### config.mk
export PLATFORM = sky130hd
export DESIGN_NAME = servo_motion_sequencer
export DESIGN_NICKNAME = d
export VERILOG_FILES = /design/src/sv/sms_pkg.sv /design/src/sv/sms_cfg.sv /design/src/sv/sms_core.sv /design/src/sv/sms_outq.sv /design/src/sv/servo_motion_sequencer.sv
export VERILOG_INCLUDE_DIRS = /design/src /design/src/sv
export SDC_FILE = /design/constraint.sdc
export NUM_CORES = 1
export LEC_CHECK = 0
export ABC_AREA = 0
export BUFFER_PORTS_ARGS = -buffer_cell sky130_fd_sc_hd__buf_2
export CAP_MARGIN = 15
export CELL_PAD_IN_SITES_DETAIL_PLACEMENT = 0
export CELL_PAD_IN_SITES_GLOBAL_PLACEMENT = 1
export CORE_UTILIZATION = 44
export CTS_CLUSTER_DIAMETER = 50
export CTS_CLUSTER_SIZE = 24
export DETAILED_ROUTE_END_ITERATION = 6
export PLACE_DENSITY = 0.79
export SYNTH_ARGS = -nofsm -noshare
export SYNTH_HDL_FRONTEND = slang
export SYNTH_SLANG_ARGS = --single-unit
### constraint.sdc
create_clock -name clk -period 5.73 [get_ports clk]
set_input_delay 0.573 -clock clk [delete_from_list [all_inputs] [get_ports clk]]
set_output_delay 0.573 -clock clk [all_outputs]
set_load 0.005 [all_outputs]
### src/sv/servo_motion_sequencer_assert.svh
// Assertion macros shared by the servo motion sequencer modules.
// Each macro expects signals named clk and arst_n in the enclosing module.
`ifndef SERVO_MOTION_SEQUENCER_ASSERT_SVH
`define SERVO_MOTION_SEQUENCER_ASSERT_SVH

// Same-cycle implication, checked outside reset.
`define SMS_ASSERT_IMPL(label, ante, cons) \
	label: assert property (@(posedge clk) disable iff (!arst_n) (ante) |-> (cons)) \
		else $error("servo motion sequencer: same-cycle check failed");

// Next-cycle implication, checked outside reset.
`define SMS_ASSERT_NEXT(label, ante, cons) \
	label: assert property (@(posedge clk) disable iff (!arst_n) (ante) |=> (cons)) \
		else $error("servo motion sequencer: next-cycle check failed");

`endif

### src/sv/sms_pkg.sv
`timescale 1ns / 1ps
`default_nettype none
package sms_pkg;

	localparam int unsigned ANGLE_W    = 8;
	localparam int unsigned PROG_W     = 4;
	localparam int unsigned INTERVAL_W = 8;
	localparam int unsigned ELAPSED_W  = 9;
	localparam int unsigned CFG_IDX_W  = 3;
	localparam int unsigned CFG_DATA_W = 8;

	localparam logic [PROG_W-1:0] PROG_IDLE          = 4'd0;
	localparam logic [PROG_W-1:0] PROG_MOVING        = 4'd1;
	localparam logic [PROG_W-1:0] PROG_FLIP          = 4'd2;
	localparam logic [PROG_W-1:0] PROG_RETURN        = 4'd3;
	localparam logic [PROG_W-1:0] PROG_RETURN_VSLOW  = 4'd4;
	localparam logic [PROG_W-1:0] PROG_THREE_1       = 4'd5;
	localparam logic [PROG_W-1:0] PROG_THREE_2       = 4'd6;
	localparam logic [PROG_W-1:0] PROG_THREE_3       = 4'd7;
	localparam logic [PROG_W-1:0] PROG_FLIP_SLOW     = 4'd8;
	localparam logic [PROG_W-1:0] PROG_FLIP_VSLOW    = 4'd9;
	localparam logic [PROG_W-1:0] PROG_LAST          = PROG_FLIP_VSLOW;

	localparam logic [CFG_IDX_W-1:0] REG_REST_ANGLE   = 3'd0;
	localparam logic [CFG_IDX_W-1:0] REG_FLIP_ANGLE   = 3'd1;
	localparam logic [CFG_IDX_W-1:0] REG_FAST_INTV    = 3'd2;
	localparam logic [CFG_IDX_W-1:0] REG_SLOW_INTV    = 3'd3;
	localparam logic [CFG_IDX_W-1:0] REG_VSLOW_INTV   = 3'd4;
	localparam logic [CFG_IDX_W-1:0] REG_STEP_DEGREES = 3'd5;

	localparam logic [ANGLE_W-1:0]    ANGLE_MID_LOW    = 8'd130;
	localparam logic [ANGLE_W-1:0]    ANGLE_MID_HIGH   = 8'd160;
	localparam logic [ELAPSED_W-1:0]  ELAPSED_MAX      = 9'd511;

	localparam logic [ANGLE_W-1:0]    RST_REST_ANGLE   = 8'd170;
	localparam logic [ANGLE_W-1:0]    RST_FLIP_ANGLE   = 8'd85;
	localparam logic [INTERVAL_W-1:0] RST_FAST_INTV    = 8'd10;
	localparam logic [INTERVAL_W-1:0] RST_SLOW_INTV    = 8'd30;
	localparam logic [INTERVAL_W-1:0] RST_VSLOW_INTV   = 8'd50;
	localparam logic [ANGLE_W-1:0]    RST_STEP_DEGREES = 8'd1;

	typedef struct packed {
		logic [ANGLE_W-1:0]    rest_angle;
		logic [ANGLE_W-1:0]    flip_angle;
		logic [INTERVAL_W-1:0] fast_interval;
		logic [INTERVAL_W-1:0] slow_interval;
		logic [INTERVAL_W-1:0] very_slow_interval;
		logic [ANGLE_W-1:0]    step_degrees;
	} cfg_t;

	typedef struct packed {
		logic [ANGLE_W-1:0] arm_angle;
		logic               angle_written;
		logic               step_finished;
		logic [PROG_W-1:0]  program_now;
	} result_t;

endpackage
`default_nettype wire

### src/sv/sms_cfg.sv
`timescale 1ns / 1ps
`default_nettype none
module sms_cfg (
	input  wire logic                            clk,
	input  wire logic                            arst_n,
	input  wire logic                            cfg_we,
	input  wire logic [sms_pkg::CFG_IDX_W-1:0]   cfg_index,
	input  wire logic [sms_pkg::CFG_DATA_W-1:0]  cfg_data,
	output sms_pkg::cfg_t                        cfg
);
	import sms_pkg::*;

	cfg_t cfg_q;

	always_ff @(posedge clk or negedge arst_n) begin
		if (!arst_n) begin
			cfg_q.rest_angle         <= RST_REST_ANGLE;
			cfg_q.flip_angle         <= RST_FLIP_ANGLE;
			cfg_q.fast_interval      <= RST_FAST_INTV;
			cfg_q.slow_interval      <= RST_SLOW_INTV;
			cfg_q.very_slow_interval <= RST_VSLOW_INTV;
			cfg_q.step_degrees       <= RST_STEP_DEGREES;
		end else if (cfg_we) begin
			case (cfg_index)
				REG_REST_ANGLE:   cfg_q.rest_angle         <= cfg_data;
				REG_FLIP_ANGLE:   cfg_q.flip_angle         <= cfg_data;
				REG_FAST_INTV:    cfg_q.fast_interval      <= cfg_data;
				REG_SLOW_INTV:    cfg_q.slow_interval      <= cfg_data;
				REG_VSLOW_INTV:   cfg_q.very_slow_interval <= cfg_data;
				REG_STEP_DEGREES: cfg_q.step_degrees       <= cfg_data;
				default: ;
			endcase
		end
	end

	assign cfg = cfg_q;

endmodule
`default_nettype wire

### src/sv/sms_core.sv
`timescale 1ns / 1ps
`default_nettype none
`include "servo_motion_sequencer_assert.svh"
module sms_core (
	input  wire logic                         clk,
	input  wire logic                         arst_n,
	input  wire logic                         proc,
	input  wire logic                         mode,
	input  wire logic [sms_pkg::PROG_W-1:0]   program_request,
	input  wire sms_pkg::cfg_t                cfg,
	output sms_pkg::result_t                  res
);
	import sms_pkg::*;

	logic [ANGLE_W-1:0]    angle_q;
	logic [PROG_W-1:0]     prog_cur_q;
	logic [PROG_W-1:0]     prog_next_q;
	logic [ANGLE_W-1:0]    target_q;
	logic [INTERVAL_W-1:0] interval_q;
	logic [ELAPSED_W-1:0]  elapsed_q;

	logic [ANGLE_W-1:0]    angle_d;
	logic [PROG_W-1:0]     prog_cur_d;
	logic [PROG_W-1:0]     prog_next_d;
	logic [ANGLE_W-1:0]    target_d;
	logic [INTERVAL_W-1:0] interval_d;
	logic [ELAPSED_W-1:0]  elapsed_d;
	logic [ELAPSED_W-1:0]  elapsed_inc;
	logic [ANGLE_W-1:0]    step;
	logic [ANGLE_W-1:0]    distance;
	logic                  written;
	logic                  finished;

	always_comb begin
		angle_d     = angle_q;
		prog_cur_d  = prog_cur_q;
		prog_next_d = prog_next_q;
		target_d    = target_q;
		interval_d  = interval_q;
		elapsed_d   = elapsed_q;
		written     = 1'b0;
		finished    = 1'b0;
		step        = (cfg.step_degrees == '0) ? ANGLE_W'(1) : cfg.step_degrees;
		distance    = (angle_q > target_q) ? angle_q - target_q : target_q - angle_q;
		elapsed_inc = (elapsed_q < ELAPSED_MAX) ? elapsed_q + ELAPSED_W'(1) : elapsed_q;

		if (mode) begin
			if (program_request <= PROG_LAST) begin
				prog_cur_d = program_request;
			end
		end else begin
			elapsed_d = elapsed_inc;
			if (prog_cur_q == PROG_MOVING && elapsed_inc > {1'b0, interval_q}) begin
				elapsed_d = '0;
				if (angle_q != target_q) begin
					written = 1'b1;
					if (distance > step) begin
						angle_d = (angle_q > target_q) ? angle_q - step : angle_q + step;
					end else begin
						angle_d = target_q;
					end
				end
				if (angle_d == target_q) begin
					finished   = 1'b1;
					prog_cur_d = prog_next_q;
				end
			end
		end

		case (prog_cur_d)
			PROG_FLIP: begin
				target_d = cfg.flip_angle; interval_d = cfg.fast_interval;
				prog_next_d = PROG_IDLE; prog_cur_d = PROG_MOVING;
			end
			PROG_RETURN: begin
				target_d = cfg.rest_angle; interval_d = cfg.fast_interval;
				prog_next_d = PROG_IDLE; prog_cur_d = PROG_MOVING;
			end
			PROG_RETURN_VSLOW: begin
				target_d = cfg.rest_angle; interval_d = cfg.very_slow_interval;
				prog_next_d = PROG_IDLE; prog_cur_d = PROG_MOVING;
			end
			PROG_THREE_1: begin
				target_d = ANGLE_MID_LOW; interval_d = cfg.fast_interval;
				prog_next_d = PROG_THREE_2; prog_cur_d = PROG_MOVING;
			end
			PROG_THREE_2: begin
				target_d = ANGLE_MID_HIGH; interval_d = cfg.fast_interval;
				prog_next_d = PROG_THREE_3; prog_cur_d = PROG_MOVING;
			end
			PROG_THREE_3: begin
				target_d = cfg.flip_angle; interval_d = cfg.fast_interval;
				prog_next_d = PROG_RETURN; prog_cur_d = PROG_MOVING;
			end
			PROG_FLIP_SLOW: begin
				target_d = cfg.flip_angle; interval_d = cfg.slow_interval;
				prog_next_d = PROG_IDLE; prog_cur_d = PROG_MOVING;
			end
			PROG_FLIP_VSLOW: begin
				target_d = cfg.flip_angle; interval_d = cfg.very_slow_interval;
				prog_next_d = PROG_IDLE; prog_cur_d = PROG_MOVING;
			end
			default: ;
		endcase
	end

	always_ff @(posedge clk or negedge arst_n) begin
		if (!arst_n) begin
			angle_q     <= RST_REST_ANGLE;
			prog_cur_q  <= PROG_IDLE;
			prog_next_q <= PROG_IDLE;
			target_q    <= '0;
			interval_q  <= '0;
			elapsed_q   <= '0;
		end else if (proc) begin
			angle_q     <= angle_d;
			prog_cur_q  <= prog_cur_d;
			prog_next_q <= prog_next_d;
			target_q    <= target_d;
			interval_q  <= interval_d;
			elapsed_q   <= elapsed_d;
		end
	end

	assign res.arm_angle     = angle_d;
	assign res.angle_written = written;
	assign res.step_finished = finished;
	assign res.program_now   = prog_cur_d;

	`SMS_ASSERT_IMPL(a_prog_settled, 1'b1, prog_cur_q == PROG_IDLE || prog_cur_q == PROG_MOVING)
	`SMS_ASSERT_NEXT(a_write_moves, proc && written, angle_q != $past(angle_q))
	`SMS_ASSERT_NEXT(a_finish_on_target, proc && finished, angle_q == $past(target_q))
	`SMS_ASSERT_NEXT(a_idle_holds, !proc, $stable(angle_q) && $stable(elapsed_q))

endmodule
`default_nettype wire

### src/sv/sms_outq.sv
`timescale 1ns / 1ps
`default_nettype none
`include "servo_motion_sequencer_assert.svh"
module sms_outq (
	input  wire logic       clk,
	input  wire logic       arst_n,
	input  wire logic       push,
	input  wire sms_pkg::result_t push_data,
	output logic            space,
	output logic            out_valid,
	input  wire logic       out_stall,
	output sms_pkg::result_t head
);
	import sms_pkg::*;

	logic    head_valid_q;
	logic    skid_valid_q;
	result_t head_q;
	result_t skid_q;
	logic    pop;

	assign pop   = head_valid_q && !out_stall;
	assign space = !skid_valid_q;

	always_ff @(posedge clk or negedge arst_n) begin
		if (!arst_n) begin
			head_valid_q <= 1'b0;
			skid_valid_q <= 1'b0;
		end else begin
			if (!head_valid_q) begin
				head_valid_q <= push;
			end else if (pop) begin
				if (skid_valid_q) begin
					skid_valid_q <= push;
				end else begin
					head_valid_q <= push;
				end
			end else if (push) begin
				skid_valid_q <= 1'b1;
			end
		end
	end

	always_ff @(posedge clk) begin
		if (!head_valid_q || (pop && !skid_valid_q)) begin
			if (push) begin
				head_q <= push_data;
			end
		end else if (pop) begin
			head_q <= skid_q;
			if (push) begin
				skid_q <= push_data;
			end
		end else if (push) begin
			skid_q <= push_data;
		end
	end

	assign out_valid = head_valid_q;
	assign head      = head_q;

	`SMS_ASSERT_IMPL(a_skid_behind_head, skid_valid_q, head_valid_q)
	`SMS_ASSERT_IMPL(a_no_overflow, push, !skid_valid_q)

endmodule
`default_nettype wire

### src/sv/servo_motion_sequencer.sv
// An accepted item is held in the input register; its result is then pushed into the output
// queue and offered from its head; the push waits while that queue is full.
// Throughput: one item per cycle; the input register feeds a two-entry output queue,
// so input is held off only while that queue is full.
// Reset (arst_n low, asynchronous): both channels empty, registers at their defaults,
// arm at the rest angle, program idle, elapsed count zero.
`timescale 1ns / 1ps
`default_nettype none
module servo_motion_sequencer (
	input  wire logic                            clk,
	input  wire logic                            arst_n,
	input  wire logic                            cfg_we,
	input  wire logic [sms_pkg::CFG_IDX_W-1:0]   cfg_index,
	input  wire logic [sms_pkg::CFG_DATA_W-1:0]  cfg_data,
	input  wire logic                            in_valid,
	output logic                                 in_stall,
	input  wire logic                            mode,
	input  wire logic [sms_pkg::PROG_W-1:0]      program_request,
	output logic                                 out_valid,
	input  wire logic                            out_stall,
	output logic [sms_pkg::ANGLE_W-1:0]          arm_angle,
	output logic                                 angle_written,
	output logic                                 step_finished,
	output logic [sms_pkg::PROG_W-1:0]           program_now
);
	import sms_pkg::*;

	cfg_t              cfg;
	result_t           res;
	result_t           head;
	logic              space;
	logic              proc;
	logic              valid_s1;
	logic              mode_s1;
	logic [PROG_W-1:0] req_s1;

	assign proc     = valid_s1 && space;
	assign in_stall = valid_s1 && !space;

	always_ff @(posedge clk or negedge arst_n) begin
		if (!arst_n) begin
			valid_s1 <= 1'b0;
		end else if (!in_stall) begin
			valid_s1 <= in_valid;
		end
	end

	always_ff @(posedge clk) begin
		if (in_valid && !in_stall) begin
			mode_s1 <= mode;
			req_s1  <= program_request;
		end
	end

	sms_cfg u_cfg (
		.clk       (clk),
		.arst_n    (arst_n),
		.cfg_we    (cfg_we),
		.cfg_index (cfg_index),
		.cfg_data  (cfg_data),
		.cfg       (cfg)
	);

	sms_core u_core (
		.clk             (clk),
		.arst_n          (arst_n),
		.proc            (proc),
		.mode            (mode_s1),
		.program_request (req_s1),
		.cfg             (cfg),
		.res             (res)
	);

	sms_outq u_outq (
		.clk       (clk),
		.arst_n    (arst_n),
		.push      (proc),
		.push_data (res),
		.space     (space),
		.out_valid (out_valid),
		.out_stall (out_stall),
		.head      (head)
	);

	assign arm_angle     = head.arm_angle;
	assign angle_written = head.angle_written;
	assign step_finished = head.step_finished;
	assign program_now   = head.program_now;

endmodule
`default_nettype wire
Yosys cells after proc, flatten, opt, wreduce, memory -nomap -nowiden
Index checks and enable logic that the tools add are counted.
- memories kept: 0
- output and inout bits: 16
- input port bits: 21
- ROM bits: 0
- latch bits: 0
- memory bits (writable): 0
- bits in registers: 125
- mux-type cells: 34
- equal/unequal tests: 17
- $lt $le $gt $ge: 5
- $add $sub $neg: 5
- multipliers: 0
- bitwise logic cells: 2
- div/mod/pow operators: 0
- shifts and indexed selects: 0
- reductions and logical operators: 37
- operator list (cell ; count):
    two-way mux 8 bit ; 9
    two-way mux 14 bit ; 3
    case mux 8 bit (4 select lines) ; 1
    AND reduction 2 bit ; 13
    case mux 8 bit (3 select lines) ; 1
    subtractor 8 bit ; 3
    two-way mux 4 bit ; 5
    two-way mux 9 bit ; 2
    equality test 4 x 3 -> 1 bit, second input constant ; 4
    greater-than comparator 8 bit ; 2
    case mux 4 bit (4 select lines) ; 1
    two-way mux 1 bit ; 12
    OR reduction 5 bit ; 2
    adder 9 x 1 -> 9 bit, second input constant ; 1
    greater-than comparator 9 x 8 -> 1 bit ; 1
    < comparator 9 bit, second input constant ; 1
    adder 8 bit ; 1
    equality test 4 x 2 -> 1 bit, second input constant ; 2
    equality test 4 bit, second input constant ; 2
    equality test 8 bit ; 1
    logical NOT 8 bit ; 1
    inequality test 8 bit ; 1
    nonzero test 4 bit ; 2
    OR reduction 8 bit ; 1
    15 further kinds ; 28

Depth between registers and ports, before layout
Gate-level depths: netlist of the first run.
- word-level depth: 17
- mapped depth: 27
- depth with buffers taken out: 25

By module
From an unflattened synthesis of the first run, not the netlist that was laid out.
- cells, all modules: 685
- area, all modules: 7442.1 sq um
- by module, submodules not included (module ; cells an instance ; area an instance (sq um) ; seq. area each (sq um) ; instances):
    sms_core ; 513 ; 4224.1 ; 1006.0 ; 1
    sms_cfg ; 106 ; 1855.5 ; 1223.7 ; 1
    sms_outq ; 55 ; 1148.6 ; 890.9 ; 1
    servo_motion_sequencer ; 11 ; 214.0 ; 175.2 ; 1

Worst setup path after synthesis of the first run
No wires, ideal clock.
- kind: register to register
- start: register u_core.angle_q[0]
- end: register u_core.interval_q[0]
- arrival: 5.791 ns
- stages on the path, launching flop included: 26
- period minus slack after synthesis: 5.858 ns
- setup time: 0.066 ns
- required time: 5.664 ns
- buffers on the path: 2
- path slack: -0.128 ns
- path through: dfrtp_1 inv_1 ha_1 inv_1 fa_1 nand3_1 a21oi_1 o31ai_4 mux2_2 o21ai_0 a21boi_0 o21a_1 o211a_1 ha_1 nand2_1 o21ai_0 o21ai_0 and2_1 clkbuf_1 o31a_1 o2111ai_2 o41ai_4 or4_1 clkbuf_1 a21boi_0 o32a_1
- word-level cells in the longest chain between the ends: 15
- elaborated cells on any way between the ends: 30
- ends and longest elaborated chain (what ; RTL line ; RTL):
    start, declared ; sms_core.sv:15 ; logic [ANGLE_W-1:0] angle_q;
    start signal, assigned ; sms_core.sv:116 ; angle_q <= angle_d;
    subtractor 8 bit or greater-than comparator 8 bit (tied branches) ; sms_core.sv:44, sms_core.sv:58 ;
    two-way mux 8 bit ; sms_core.sv:44 ; distance = (angle_q > target_q) ? angle_q - target_q : target_q - angle_q;
    greater-than comparator 8 bit ; sms_core.sv:57 ; if (distance > step) begin
    two-way mux 8 bit ; sms_core.sv:57 ;
    two-way mux 8 bit * ; sms_core.sv:55 ; if (angle_q != target_q) begin
    two-way mux 8 bit * ; sms_core.sv:53 ; if (prog_cur_q == PROG_MOVING && elapsed_inc > {1'b0, interval_q}) begin
    two-way mux 8 bit * ; sms_core.sv:47 ; if (mode) begin
    equality test 8 bit * ; sms_core.sv:63 ; if (angle_d == target_q) begin
    two-way mux 4 bit * ; sms_core.sv:63 ;
    two-way mux 4 bit * ; sms_core.sv:53 ;
    two-way mux 4 bit * ; sms_core.sv:47 ;
    equality test 4 x 2 -> 1 bit, or another cell as far along ; sms_core.sv:70 ; case (prog_cur_d)
    OR reduction 5 bit (no line) or OR reduction 2 bit (tied branches) ; - ;
    nonzero test 3 bit (no line) ; - ;
    AND reduction 2 bit (no line) ; - ;
    end signal, assigned ; sms_core.sv:120 ; interval_q <= interval_d;
    end, declared ; sms_core.sv:19 ; logic [INTERVAL_W-1:0] interval_q;
Mark *: on every way between the ends. The rest lies on a longest branch, timed or not. The select of a mux whose other input is x is not followed.
A chain may end at the register's enable or synchronous reset.

Worst setup path after layout of the first run
- start: register u_core.target_q[0]
- end: register u_core.target_q[7]
- word-level cells in the longest chain between the ends: 15
- elaborated cells on any way between the ends: 28
- ends and longest elaborated chain (what ; RTL line ; RTL):
    start, declared ; sms_core.sv:18 ; logic [ANGLE_W-1:0] target_q;
    start signal, assigned ; sms_core.sv:119 ; target_q <= target_d;
    subtractor 8 bit or greater-than comparator 8 bit (tied branches) ; sms_core.sv:44, sms_core.sv:58 ;
    two-way mux 8 bit ; sms_core.sv:44 ;
    greater-than comparator 8 bit ; sms_core.sv:57 ;
    two-way mux 8 bit ; sms_core.sv:57 ;
    two-way mux 8 bit ; sms_core.sv:55 ;
    two-way mux 8 bit ; sms_core.sv:53 ;
    two-way mux 8 bit ; sms_core.sv:47 ;
    equality test 8 bit * ; sms_core.sv:63 ;
    two-way mux 4 bit * ; sms_core.sv:63 ;
    two-way mux 4 bit * ; sms_core.sv:53 ;
    two-way mux 4 bit * ; sms_core.sv:47 ;
    equality test 4 x 2 -> 1 bit, or another cell as far along ; sms_core.sv:70 ;
    OR reduction 4 bit (no line) or OR reduction 2 bit (tied branches) ; - ;
    nonzero test 4 bit (no line) ; - ;
    AND reduction 2 bit (no line) ; - ;
Marked as above.

==> impl_summary.txt, run 1 <==
----------------------------------------------------
[Outcome]
  Result of the run ... finished with violations
  Failing checks ... DRC, setup timing

[Placed design]
  Worst-case setup slack after placement ... -0.393 ns
  Buffers on Ports ... 36
  Instance count after placement with tap cells included ... 1032
  Weighted congestion reported at the end of routability-driven placement ... 0.952
  Detailed placer's ending HPWL ... 14.5 mm

[Timing]
  Slew Limit Headroom ... 0.376
  Period utilization ... 1.00
  Post-layout worst setup margin ... -0.0192 ns
  Tmin final ... 5.75 ns
  Worst-Margin Slew ... 0.932 ns
  Max Fclk ... 174 MHz
  Number of setup violations in the final report ... 2
  Number of max-slew violations in the final report ... 0
  Unrepaired setup endpoints after global routing ... yes
  Final TNS setup ... -0.0272 ns
  Number of endpoints with negative hold slack in the final report ... 0
  Fin Clk Skew ... 0.0136 ns

[Synth]
  Main synth FF type ... dfrtp_1
  Post-Syn Area ... 7440 sq um
  Number of flops mapped to enable cells by yosys ... 33
  FF+latch count, synth ... 124
  Syn_area_per_cell ... 10.1 sq um
  Synthesis Warnings ... 0
  Unique cell type count in the Yosys netlist ... 69
  Syn nets ... 800
  Post-synthesis async set-or-reset flop share ... 0.734
  Syn Inst Count ... 736
  Fraction of the yosys area taken by sequential cells ... 0.443

[Critical path]
  Arrival time reported for the critical path endpoint ... 6.05 ns
  Startpoint of the worst-slack reg-to-reg timing path ... u_core.target_q[0]$_DFFE_PN0P_
  Worst setup path category ... flop to flop
  Endpoint of the most critical register-to-register path ... u_core.target_q[7]$_DFFE_PN0P_
  Top fanout value on the critical path ... 7
  Data required time at the worst endpoint ... 6.03 ns
  Reg-to-reg setup timing slack ... -0.02 ns
  Startpoint type of the worst setup path ... flop
  Path depth of the worst reg2reg path ... 27
  Setup crit end kind ... flop

[Clock tree]
  Clock transition at path regs ... 0.07 ns
  TritonCTS buffer count ... 17
  H-tree level count ... 4
  Worst skew pair latency ... 0.43 ns
  Clock tree from TritonCTS ... done
  Bufs on Longest Clock Path ... 2
  Clk root buf ... clkbuf_16
  Sinks on the clock net ... 124

[Final layout]
  Register cell area after layout ... 3300 sq um
  Most frequent cells in the layout ... nand2_1, buf_4, dfrtp_1, inv_1, o21ai_0
  Fraction of final layout cells with drive strength greater than 1 ... 0.329
  Core Util, Final ... 0.566
  Fin nets ... 915
  Total area of multi-input combinational cells ... 4120 sq um
  Most common library cell in the layout ignoring fill and taps ... nand2_1
  Layout fillers ... 1406
  Layout area overhead ... 25.8%
  Number of cells in the finished layout apart from fillers ... 1084
  Diode insertion count for antenna repair ... 0

[Floorplanning]
  Die Outline Area ... 17400 sq um
  DIE HEIGHT ... 132 um
  Floorplan die width ... 132 um
  Number of rows in the core area ... 47
  Effective utilization at floorplan ... 0.450
  Core ar. ... 16500 sq um
  Top-level port count ... 37

[Global routing]
  Total grt overflow ... 0
  Antenna violations before repair ... 0
  GRT Total Usage ... 0.233
  First-pass GRT wire length ... 31.5 mm
  Vias in the first global route ... 6063
  Pin count of the biggest net entering global routing ... 64

[Routing]
  Number of DRC markers after the initial detailed-route iteration ... 418
  Total via count after detailed routing ... 6135
  Avg Vias per Cell ... 5.66
  Remaining design rule violation count ... 2
  Number of optimization iterations in the first detailed-route pass ... 7
  Remaining number of nets flagged by the antenna check after routing ... 0
  Routed WL per cell ... 18.1 um
  Final Routed Wirelength ... 19.6 mm

[Run]
  Number of max-cap violations ... 0

[Hold path]
  Worst min path class ... input port to async pin

[Power and ir drop]
  Power density over the cells ... 599 nW/um^2
  IR drop worst, VDD ... 0.342 mV
  Leakage component of the power ... 0.00413 uW

----------------------------------------------------
power breakdown:
group,switching (uW),internal (uW)
sequential,170,1220
clock,407,667
combinational,1670,1470
registers in the layout, summed over array words and instances, names as in the netlist:
| register | cells |
|---|---|
| u_outq.skid_q | 14 |
| u_outq.out_valid | 1 |
| u_cfg.cfg | 48 |
| u_core.angle_q | 8 |
| u_core.prog_next_q | 3 |
| mode_s1 | 1 |
| u_outq.skid_valid_q | 1 |
| u_outq.head | 14 |
| u_core.prog_cur_q | 4 |
| u_core.target_q | 8 |
| req_s1 | 4 |
| u_core.elapsed_q | 9 |
| valid_s1 | 1 |
| u_core.interval_q | 8 |
worst max-delay path, cell delays in order, from the launching register on:
cell and delay [ns]:
dfrtp_2 0.43, buf_4 0.13, inv_1 0.05, ha_1 0.32, nand4_1 0.13, or2_4 0.29, o31ai_4 0.07, buf_6 0.18
mux2i_4 0.24, a21boi_2 0.10, o21ai_2 0.17, a21boi_2 0.09, o21a_1 0.22, o211a_1 0.26, ha_4 0.28, nand4_1 0.18
a211o_1 0.40, and2_4 0.20, o31a_1 0.27, o2111ai_4 0.25, buf_4 0.17, o41ai_4 0.08, buf_4 0.20, buf_4 0.13
buf_4 0.16, o2111ai_1 0.18, o31ai_1 0.11, o32a_1 0.34
stage by stage:
step                total power, uW  hold slack (ns)  cell area, sq um
finish                         5600           0.0940              9350
detailed placement             4080            0.485              8310
global route                   5970            0.113              9350
CTS                            5320           0.0989              9100
floorplan                      3100            0.277              7460
global placement               4000            0.480              8300
cells in the mapped netlist, drive strengths merged, types with 8 or more instances:
master  instances  area share
a211oi          8      0.0081
a21boi         10       0.010
a21o           16       0.016
a21oi          39       0.026
a31oi          10      0.0084
and3           11      0.0093
clkbuf         20       0.010
dfrtp          69        0.23
dfstp          22       0.078
edfxtp         33        0.13
ha             40       0.067
inv            56       0.028
mux2           48       0.073
mux2i           8       0.011
nand2          86       0.043
nand2b         10      0.0084
nand3          10      0.0067
nor2           40       0.020
nor3           10      0.0067
o21ai          53       0.036
o32a            9       0.012
xnor2          21       0.025
layout make-up:
cell class / instances / area share
Clock inverter: 13 / 0.0150
Clock buffer: 19 / 0.0486
Inverter: 56 / 0.0227
Sequential cell: 124 / 0.352
Timing Repair Buffer: 119 / 0.0914
Tap cell: 220 / 0.0294
Multi-Input combinational cell: 533 / 0.440
metal layers:
layer  part of all wire  GRT usage  vias up
met5                  0          0        -
met4              0.030      0.101        0
met3              0.048     0.0438       43
met2               0.46      0.363      197
met1               0.46      0.317     2989
li1                   -          -     2906
cells by family (layout without fill, tap and decap cells):
logic type | count (synthesis) | after routing | share of synthesized area
buf+inv | 79 | 207 | 0.0402
xor+xnor | 28 | 28 | 0.0330
simple gates | 204 | 204 | 0.130
compound gates | 201 | 201 | 0.193
flops | 124 | 124 | 0.443
fa+ha+maj | 44 | 44 | 0.0767
mux | 56 | 56 | 0.0835
worst max path at each step:
stage	endpoint	start	cells after the start	slack, ns
CTS	u_core.interval_q[1]$_DFFE_PN0P_	u_core.angle_q[0]$_DFFE_PN0P_	27	-0.003
detailed placement	u_core.interval_q[5]$_DFFE_PN0P_	u_core.angle_q[0]$_DFFE_PN0P_	26	-0.39
finish	u_core.target_q[7]$_DFFE_PN0P_	u_core.target_q[0]$_DFFE_PN0P_	27	-0.02
global placement	u_core.interval_q[1]$_DFFE_PN0P_	u_core.angle_q[0]$_DFFE_PN0P_	26	-0.04
global route	u_core.interval_q[0]$_DFFE_PN0P_	u_core.target_q[0]$_DFFE_PN0P_	29	-0.20
floorplan	u_core.interval_q[0]$_DFFE_PN0P_	u_core.angle_q[0]$_DFFE_PN0P_	26	0.008
repair_timing:
action,CTS,global route
setup buffers,7,15
setup endpoints to repair,21,23
gates resized for setup,41,36
pin swaps,14,35
hold buffers,0,0
(Power assumes the default switching activity.)
==> inputs of run 2 (changes only) <==
--- a/config.mk
+++ b/config.mk
@@ -11,11 +11,13 @@
 export CAP_MARGIN = 15
 export CELL_PAD_IN_SITES_DETAIL_PLACEMENT = 0
 export CELL_PAD_IN_SITES_GLOBAL_PLACEMENT = 1
-export CORE_UTILIZATION = 44
+export CORE_UTILIZATION = 45
 export CTS_CLUSTER_DIAMETER = 50
 export CTS_CLUSTER_SIZE = 24
 export DETAILED_ROUTE_END_ITERATION = 6
-export PLACE_DENSITY = 0.79
+export PLACE_DENSITY = 0.8
+export SKIP_CTS_REPAIR_TIMING = 1
 export SYNTH_ARGS = -nofsm -noshare
 export SYNTH_HDL_FRONTEND = slang
+export SYNTH_HIERARCHICAL = 1
 export SYNTH_SLANG_ARGS = --single-unit
==> impl_summary.txt, run 2 <==
----------------------------------------------------
[Final layout]
  Core Util, Final ... 0.559 (was 0.566)
  Register cell area after layout ... 3300 sq um (about the same)
  Most frequent cells in the layout ... dfrtp_1, mux2_2, nor2_1, nand2_1 (was nand2_1, buf_4, dfrtp_1, inv_1, o21ai_0)
  Layout fillers ... 1370 (was 1406)
  Max FFs per register ... 48 (unchanged)
  Number of cells in the finished layout apart from fillers ... 991 (was 1084)
  Most common library cell in the layout ignoring fill and taps ... dfrtp_1 (was nand2_1)
  Final instance area ... 8950 sq um (was 9350 sq um)
  Diode insertion count for antenna repair ... 0 (unchanged)
  Fin nets ... 826 (was 915)
  Layout area overhead ... 20.2% (was 25.8%)
  Total area of multi-input combinational cells ... 4070 sq um (was 4120 sq um)
  Fraction of final layout cells with drive strength greater than 1 ... 0.337 (was 0.329)

[Floorplanning]
  Die Outline Area ... 17100 sq um (was 17400 sq um)
  Number of rows in the core area ... 46 (was 47)
  Top-level port count ... 37 (unchanged)
  DIE HEIGHT ... 131 um (was 132 um)
  Effective utilization at floorplan ... 0.465 (was 0.450)
  Floorplan die width ... 131 um (was 132 um)
  Core ar. ... 16000 sq um (was 16500 sq um)

[Clock tree]
  Worst skew pair latency ... 0.42 ns (was 0.43 ns)
  TritonCTS buffer count ... 17 (unchanged)
  Clock tree from TritonCTS ... done (unchanged)
  Sinks on the clock net ... 124 (unchanged)
  H-tree level count ... 4 (unchanged)
  Clk root buf ... clkbuf_16 (unchanged)
  Clock transition at path regs ... 0.06 ns (was 0.07 ns)
  Bufs on Longest Clock Path ... 2 (unchanged)

[Critical path]
  Worst path slowest cell ... dfrtp_2 (unchanged)
  Worst setup path category ... flop to flop (unchanged)
  Arrival time reported for the critical path endpoint ... 5.89 ns (was 6.05 ns)
  Startpoint type of the worst setup path ... flop (unchanged)
  Endpoint of the most critical register-to-register path ... u_core/target_q[6]$_DFFE_PN0P_ (was u_core.target_q[7]$_DFFE_PN0P_)
  Startpoint of the worst-slack reg-to-reg timing path ... u_core/angle_q[0]$_DFFE_PN0P_ (was u_core.target_q[0]$_DFFE_PN0P_)
  Most common cell on crit path ... buf_4 (unchanged)
  Reg-to-reg setup timing slack ... 0.14 ns (was -0.02 ns)
  Total number of cells along the worst setup path ... 27 (unchanged)
  Data required time at the worst endpoint ... 6.03 ns (about the same)
  Top fanout value on the critical path ... 7 (unchanged)
  Setup crit end kind ... flop (unchanged)
  Path depth of the worst reg2reg path ... 27 (unchanged)
  CP top delay family ... compound AO/OA/AOI/OAI gates (unchanged)
  Biggest cell delay along the critical path ... 0.44 ns (was 0.43 ns)
  CP bufs+invs ... 5 (was 7)

[Timing]
  Max Fclk ... 179 MHz (was 174 MHz)
  Number of setup violations in the final report ... 0 (was 2)
  Worst-Margin Slew ... 0.882 ns (was 0.932 ns)
  Slew Limit Headroom ... 0.412 (was 0.376)
  Number of endpoints with negative hold slack in the final report ... 0 (unchanged)
  Tmin final ... 5.59 ns (was 5.75 ns)
  Number of max-slew violations in the final report ... 0 (unchanged)
  Min Hold Slack ... 0.0483 ns (was 0.0940 ns)
  Fin Clk Skew ... 0.00986 ns (was 0.0136 ns)
  Period utilization ... 0.976 (was 1.00)

[Global routing]
  First-pass GRT wire length ... 29.0 mm (was 31.5 mm)
  Antenna violations before repair ... 0 (unchanged)
  Total grt overflow ... 0 (unchanged)
  GRT Total Usage ... 0.226 (was 0.233)
  Pin count of the biggest net entering global routing ... 73 (was 64)
  Vias in the first global route ... 5454 (was 6063)

[Routing]
  Total via count after detailed routing ... 5769 (was 6135)
  Routed WL per cell ... 18.8 um (was 18.1 um)
  Avg Vias per Cell ... 5.82 (was 5.66)
  Remaining design rule violation count ... 0 (was 2)
  Final Routed Wirelength ... 18.7 mm (was 19.6 mm)
  Remaining number of nets flagged by the antenna check after routing ... 0 (unchanged)
  Number of DRC markers after the initial detailed-route iteration ... 361 (was 418)
  Number of optimization iterations in the first detailed-route pass ... 5 (was 7)

[Placed design]
  Weighted congestion reported at the end of routability-driven placement ... 0.942 (was 0.952)
  Instance count after placement with tap cells included ... 935 (was 1032)
  Buffers on Ports ... 36 (unchanged)
  Detailed placer's ending HPWL ... 13.3 mm (was 14.5 mm)
  Post-placement cell area ... 7950 sq um (was 8310 sq um)

[Synth]
  Syn_area_per_cell ... 10.9 sq um (was 10.1 sq um)
  Most repeated cell in the gate-level netlist after synthesis ... dfrtp_1 (was nand2_1)
  Synthesis Warnings ... 6 (was 0)
  Most common library cells after synthesis ... dfrtp_1, mux2_2, nor2_1 (was nand2_1, dfrtp_1, inv_1)
  Post-Syn Area ... 7440 sq um (about the same)
  Syn Inst Count ... 685 (was 736)
  Top post-synthesis cells by area ... dfrtp_1, edfxtp_1, mux2_2 (was dfrtp_1, edfxtp_1, dfstp_2)
  Largest area contributor in the netlist ... dfrtp_1 (unchanged)
  Fraction of the yosys area taken by sequential cells ... 0.443 (about the same)
  Unique cell type count in the Yosys netlist ... 79 (was 69)
  Main synth FF type ... dfrtp_1 (unchanged)
  Top-area cell type share of the netlist area ... 0.232 (about the same)
  Number of flops mapped to enable cells by yosys ... 33 (unchanged)
  FF+latch count, synth ... 124 (unchanged)
  Syn nets ... 749 (was 800)
  Post-synthesis async set-or-reset flop share ... 0.734 (unchanged)

[Power and ir drop]
  IR drop worst, VDD ... 0.285 mV (was 0.342 mV)
  Power density over the cells ... 584 nW/um^2 (was 599 nW/um^2)
  Leakage component of the power ... 0.00381 uW (was 0.00413 uW)

[Run]
  Number of max-cap violations ... 0 (unchanged)

[Outcome]
  Result of the run ... finished clean (was finished with violations)

[Hold path]
  Worst min path class ... input port to async pin (unchanged)

----------------------------------------------------
==> run 2: area by class of cell <==
cell class | count | area share
flip-flops and latches | 124 | 0.369
well taps | 216 | 0.0302
clock buffers | 17 | 0.0476
repair buffers | 82 | 0.0603
multi-input cells | 492 | 0.455
clock inverters | 15 | 0.0193
inverters | 45 | 0.0189
==> run 2: kinds of logic (layout without fill, tap and decap cells) <==
group           after synthesis  count (layout)  synth area share
compound gates              169             170             0.168
xor+xnor                     36              36            0.0461
fa+ha+maj                    44              44            0.0767
buf+inv                      70             159            0.0390
flops                       124             124             0.443
mux                          72              72             0.112
simple gates                170             170             0.116
==> run 2: power breakdown <==
group | switching (uW) | internal [uW] | total [uW]
logic | 1490 | 1240 | 2730
registers | 196 | 1220 | 1410
clock network | 459 | 623 | 1080
total | 2150 | 3080 | 5230
==> run 2: through the flow <==
step | setup WS (ns) | power, uW | setup TNS (ns)
5_1_grt | -0.181 | 5570 | -2.26
4_1_cts | -0.0825 | 4830 | -0.509
3_5_place_dp | -0.0636 | 3730 | -0.401
2_1_floorplan | 0.192 | 3080 | 0
3_3_place_gp | 0.156 | 3670 | 0
6_report | 0.138 | 5230 | 0
==> run 2: worst max path at each step <==
stage	start	end	slack, ns
2_1_floorplan	u_core/angle_q[5]$_DFFE_PN1P_	u_outq/head[0]$_DFFE_PP_	0.19
3_3_place_gp	u_core/angle_q[3]$_DFFE_PN1P_	u_core/interval_q[6]$_DFFE_PN0P_	0.16
3_5_place_dp	u_core/angle_q[3]$_DFFE_PN1P_	u_core/interval_q[5]$_DFFE_PN0P_	-0.06
4_1_cts	u_core/angle_q[3]$_DFFE_PN1P_	u_core/interval_q[7]$_DFFE_PN0P_	-0.08
5_1_grt	u_core/angle_q[3]$_DFFE_PN1P_	u_core/interval_q[5]$_DFFE_PN0P_	-0.18
6_report	u_core/angle_q[0]$_DFFE_PN0P_	u_core/target_q[6]$_DFFE_PN0P_	0.14
==> run 2: layer usage <==
metal  wire, um  track usage  up-vias
met5          0            0        -
met4        431       0.0899        0
met3        923       0.0354       34
met2       8560        0.344      172
met1       8750        0.322     2877
li1           -            -     2686
